File: src/ipv4_longest_prefix_lookup_defines.svh
// Assertion macros shared by the route lookup RTL.
`ifndef IPV4_LONGEST_PREFIX_LOOKUP_DEFINES_SVH
`define IPV4_LONGEST_PREFIX_LOOKUP_DEFINES_SVH

// Same-cycle implication, disabled while reset is asserted.
`define ILPL_ASSERT_IMP(label, clk, rst_n, ante, cons, msg) \
    label: assert property (@(posedge clk) disable iff (!(rst_n)) (ante) |-> (cons)) \
        else $error(msg);

// Next-cycle implication, disabled while reset is asserted.
`define ILPL_ASSERT_NXT(label, clk, rst_n, ante, cons, msg) \
    label: assert property (@(posedge clk) disable iff (!(rst_n)) (ante) |=> (cons)) \
        else $error(msg);

`endif

File: src/ilpl_pkg.sv
`timescale 1ns / 1ps

package ilpl_pkg;

    localparam int ADDR_W         = 32;
    localparam int LEN_W          = 6;
    localparam int REGION_W       = 32;
    localparam int STATUS_W       = 2;
    localparam int MIN_LOOKUP_LEN = 7;

    localparam logic REQ_INSERT = 1'b0;
    localparam logic REQ_LOOKUP = 1'b1;

    localparam logic [STATUS_W-1:0] ST_STORED  = 2'd0;
    localparam logic [STATUS_W-1:0] ST_SKIPPED = 2'd1;
    localparam logic [STATUS_W-1:0] ST_FULL    = 2'd2;

    typedef struct packed {
        logic [ADDR_W-1:0]   key;
        logic [LEN_W-1:0]    len;
        logic [REGION_W-1:0] region;
    } t_route;

    typedef struct packed {
        logic key_match;    // masked target equals stored key
        logic take_lookup;  // entry is the best lookup match so far
    } t_cmp_res;

    // Netmask for a prefix length; lengths above 32 saturate to all ones.
    function automatic logic [ADDR_W-1:0] net_mask(input logic [LEN_W-1:0] len);
        logic [ADDR_W-1:0] mask;
        if (len == '0) begin
            mask = '0;
        end else if (len >= LEN_W'(ADDR_W)) begin
            mask = '1;
        end else begin
            mask = {ADDR_W{1'b1}} << (LEN_W'(ADDR_W) - len);
        end
        return mask;
    endfunction

endpackage

File: src/ilpl_match_unit.sv
`timescale 1ns / 1ps

module ilpl_match_unit (
    input  logic                             i_is_lookup,
    input  logic [ilpl_pkg::ADDR_W-1:0]      i_target,
    input  ilpl_pkg::t_route                 i_entry,
    input  logic                             i_have_hit,
    input  logic [ilpl_pkg::LEN_W-1:0]       i_best_len,
    output ilpl_pkg::t_cmp_res               o_res
);

    logic [ilpl_pkg::ADDR_W-1:0] masked;
    logic                        len_ok;

    always_comb begin
        // Lookups mask the target by the entry length; inserts hold a pre-masked key.
        masked = i_is_lookup ? (i_target & ilpl_pkg::net_mask(i_entry.len)) : i_target;
        len_ok = i_entry.len inside {[ilpl_pkg::MIN_LOOKUP_LEN:ilpl_pkg::ADDR_W]};
        o_res.key_match   = (masked == i_entry.key);
        o_res.take_lookup = i_is_lookup && len_ok && o_res.key_match
                            && (!i_have_hit || (i_entry.len > i_best_len));
    end

endmodule

File: config.mk
export PLATFORM = sky130hd
export DESIGN_NAME = ilpl_match_unit
export DESIGN_NICKNAME = d
export VERILOG_FILES = /design/src/ipv4_longest_prefix_lookup_defines.svh /design/src/ilpl_pkg.sv /design/src/ilpl_match_unit.sv
export SDC_FILE = /design/constraint.sdc
export NUM_CORES = 1
export LEC_CHECK = 0
export BUFFER_PORTS_ARGS = -buffer_cell sky130_fd_sc_hd__buf_2
export CAP_MARGIN = 5
export CORE_MARGIN = 3
export CORE_UTILIZATION = 50
export DETAILED_ROUTE_END_ITERATION = 10
export PLACE_DENSITY = 0.92
export SETUP_SLACK_MARGIN = 0.2
export SLEW_MARGIN = 20
export SYNTH_ARGS = -nofsm -noshare
export SYNTH_HDL_FRONTEND = slang
export SYNTH_SLANG_ARGS = --single-unit
File: constraint.sdc
create_clock -name vclk -period 11
set_input_delay 3.3 -clock vclk [all_inputs]
set_output_delay 3.3 -clock vclk [all_outputs]
set_load 0.005 [all_outputs]
# ---- Yosys cells after proc, flatten, opt, wreduce, memory -nomap -nowiden
# Index checks and enable logic that the tools add are counted.
# Widths: inputs -> output; s select.
dict set report classes {
  n_shift 1
  mul 0
  n_eq_ne 1
  muxes 3
  n_bitwise 1
  div 0
  n_reduce_logical 7
  n_addsub 1
  magnitude_cmp 4
}
# cell count
set ops {}
lappend ops {{$mux 32} 3}
lappend ops {{$and 32x32->32} 1}
lappend ops {{$eq 32x32->1} 1}
lappend ops {{$shl 32x6->32 const A} 1}
lappend ops {{$ge 6x3->1 const B} 1}
lappend ops {{$ge 6x6->1 const B} 1}
lappend ops {{$gt 6x6->1} 1}
lappend ops {{$le 6x6->1 const B} 1}
lappend ops {{$logic_not 6->1} 1}
lappend ops {{$sub 6x6->6 const A} 1}
lappend ops {{$logic_and 1x1->1} 4}
lappend ops {{$logic_not 1->1} 1}
lappend ops {{$logic_or 1x1->1} 1}
dict set report totals {
  rom_bits 0
  latch_bits 0
  n_memories 0
  out_inout_bits 2
  ram_bits 0
  regBits 0
}

# ---- Longest topological paths before layout
dict set report depth {
  word_depth 9
  depth_mapped 12
  mapped_depth_nobuf 9
}

# ---- Least setup slack after synthesis
# Ideal clock, no wire load.
dict set report synth_path {
  path_kind {in2out}
  start {input i_entry[33] (netlist bit)}
  end {output o_res[0] (netlist bit)}
  setup_slack_ns 1.903
  t_required_ns 7.700
  cell_stages 11
  arrival_ns 5.797
  cell_sequence {clkbuf_1 inv_1 ha_1 buf_2 nor3b_2 mux2i_2 o31ai_1 or4_1 nor4_2 nand4_1 nor4_2}
}
# element line
set synth_rtl {}
lappend synth_rtl {{start, declared} ilpl_match_unit.sv:6} ;# input ilpl_pkg::t_route i_entry,
lappend synth_rtl {{end, declared} ilpl_match_unit.sv:9} ;# output ilpl_pkg::t_cmp_res o_res

==> results.py <==
metrics = {
    "synth": {
        "synth_cells": 319,
        "syn-num-nets": 440,
        "ys_top_cells_by_area": "ha_1 6.7%, inv_1 5.7%, nand2b_1 5.2%",
        "synth_area_mm2": 0.002049,
        "ys_warn_count": 0,
        "yosys.area.top_type": "ha_1",
        "avgSynthCellArea_um2": 6.425,
        "synth-seq-area-share": 0,
        "synthDistinctLibCells": 66,
        "synth.top_cell.area_share": 0.06716,
    },
    "timing": {
        "max_clock_freq_mhz": 100.6,
        "rsz0062_at_grt": "false",
        "relSlewSlack": 0.3367,
        "finalMaxSlewViolations": 0,
        "finalCritPeriodShare": 0.9033,
        "fin_setup_tns_ps": 0,
        "period_needed_ps": 9937,
        "whs_ps": 6999,
        "final-hold-violation-count": 0,
        "tightest_slew_ps": 994.9,
        "setup_viol": 0,
    },
    "floorplanning": {
        "dieArea_mm2": 0.004903,
        "num_io_pins": 112,
        "die_w_um": 70.02,
        "start_util": 0.5395,
        "rows": 22,
        "core_mm2": 0.003799,
        "die_h_um": 70.02,
    },
    "finish": {
        "final_cell_mix": "80 x buf_2, 31 x inv_1, 26 x nand2_1, 19 x o21ai_0",
        "drive_gt1_frac": 0.2422,
        "clkbuf_count": 0,
        "fill_cells": 377,
        "final_nets": 507,
        "final_common_cell": "buf_2",
        "n_antenna_cell": 0,
        "syn_to_final_growth_pct": 19.60,
        "final_area_mm2": 0.002451,
        "stdcell_count": 432,
        "seq_cells": 0,
        "register_area_um2": 0,
    },
    "power_and_ir_drop": {
        "total_power_mw": 0.09512,
        "internal_power_mw": 0.03751,
        "power.share.clock": 0,
        "pwr-share-comb": 1.000,
        "power_switching_share": 0.6056,
        "p_per_area_mw_per_mm2": 38.81,
        "switching_power_mw": 0.05760,
        "seqPwrFrac": 0,
        "peakVddDrop_uv": 33.43,
        "leakage_nw": 1.085,
    },
    "worst_setup_path": {
        "cp-end-kind": "output pin",
        "path_max_fanout": 17,
        "cp-start-kind": "primary input",
        "timing_worst_setup_path_type": "primary input to output pin",
        "worstPathArrival_ps": 6640,
        "required_ps": 7700,
    },
    "place": {
        "dpl.hpwl_um": 6893,
        "io_buffers": 80,
        "dp_cells": 432,
        "place.gp.congestion": 1.058,
        "place_area_mm2": 0.002451,
    },
    "hold_path": {
        "hold_class": "primary input to output pin",
        "min_to": "o_res[0]",
        "holdPathStages": 5,
        "min_from": "i_have_hit",
    },
    "status": {
        "status": "completed",
    },
    "clocking": {
        "cts.repair.resized": 0,
        "ctsHoldBuffers": 0,
        "post_cts_buffers": 0,
    },
    "global_route": {
        "grt_pass1_wl_um": 13570,
        "grt_pass1_vias": 2703,
        "antenna_found_initial": 0,
        "grt_max_degree": 32,
        "overflow": 0,
        "grt_util_all_layers": 0.3399,
    },
    "detailed_routing": {
        "drt-total-wl_um": 8544,
        "vias": 2989,
        "route.detailed.drc": 0,
        "vias_per_cell": 6.919,
        "drtIter0Drc": 312,
        "post_drt_wl_per_cell_um": 19.78,
        "ant_nets": 0,
        "dr.pass1.iters": 5,
    },
    "job": {
        "max_cap_violations": 0,
    },
}
-- cells in the mapped netlist (all sizes together) (4+ instances only) --
| cell type | count |
|---|---|
| nand4b | 4 |
| clkbuf | 12 |
| buf | 6 |
| o22ai | 7 |
| nor2 | 12 |
| nand2b | 17 |
| a31oi | 5 |
| or4 | 4 |
| o221ai | 4 |
| nand2 | 26 |
| nor4 | 11 |
| a21oi | 17 |
| a2111oi | 6 |
| nor4b | 4 |
| nand4 | 9 |
| a211oi | 5 |
| ha | 11 |
| a22oi | 5 |
| nor3b | 6 |
| mux2i | 4 |
| o211ai | 5 |
| nor2b | 14 |
| and4 | 4 |
| o21bai | 4 |
| o21ai | 19 |
| nand3 | 9 |
| nor3 | 6 |
| o2111ai | 5 |
| inv | 31 |
| and3 | 7 |
-- worst max-delay path by stage --
stage,endpoint,from,slack [ps]
floorplan,o_res[0],i_entry[33],1900
global placement,o_res[0],i_entry[33],1220
detailed placement,o_res[0],i_entry[33],1120
CTS,o_res[0],i_entry[33],1110
global route,o_res[1],i_entry[33],760
finish,o_res[0],i_entry[33],1060
-- routing by layer --
layer | share of wire | global-route usage
met2 | 0.43 | 0.5341
met1 | 0.41 | 0.4686
met4 | 0.034 | 0.09787
met5 | 0 | 0
met3 | 0.13 | 0.06331
-- final cells by class --
| type | count | area [um^2] | area share |
|---|---|---|---|
| Tap cell | 48 | 60.06 | 0.02450 |
| Timing Repair Buffer | 83 | 422.9 | 0.1725 |
| Inverter | 31 | 116.4 | 0.04747 |
| Multi-Input combinational cell | 270 | 1852 | 0.7555 |
-- stage by stage --
| stage | setup slack (ps) | utilization |
|---|---|---|
| 3_3_place_gp | 1218 | 0.6453 |
| 4_1_cts | 1111 | 0.6453 |
| 5_1_grt | 763.4 | 0.6453 |
| 6_report | 1063 | 0.6453 |
| 2_1_floorplan | 1903 | - |
| 3_5_place_dp | 1116 | 0.6453 |
-- cell families (layout without fill, tap and decap cells) --
family | Yosys count | in the layout | share of synthesized area
XOR/XNOR | 4 | 4 | 0.01710
AO/OA/AOI/OAI | 108 | 108 | 0.3706
multiplexers | 5 | 5 | 0.02686
adder cells (fa/ha/maj) | 12 | 12 | 0.07204
AND/OR/NAND/NOR | 141 | 141 | 0.4170
buffers and inverters | 49 | 114 | 0.09645
-- power by group through the flow --
stage	sequential (mW)	combinational [mW]	clock, mW
after floorplan	0	0.0549	0
after global placement	0	0.0902	0
after global routing	0	0.103	0
final	0	0.0951	0
after detailed placement	0	0.0914	0
after CTS	0	0.0918	0
-- worst max-delay path: stages --
cell and delay (ps):
buf_2 170, inv_1 130, ha_1 570, or3b_1 420
a21oi_1 520, a2111oi_1 140, or4_1 570, nor4_2 370
nand4_1 160, nor4_2 140, buf_2 150
Note: power is estimated with default switching activity, not from simulation.
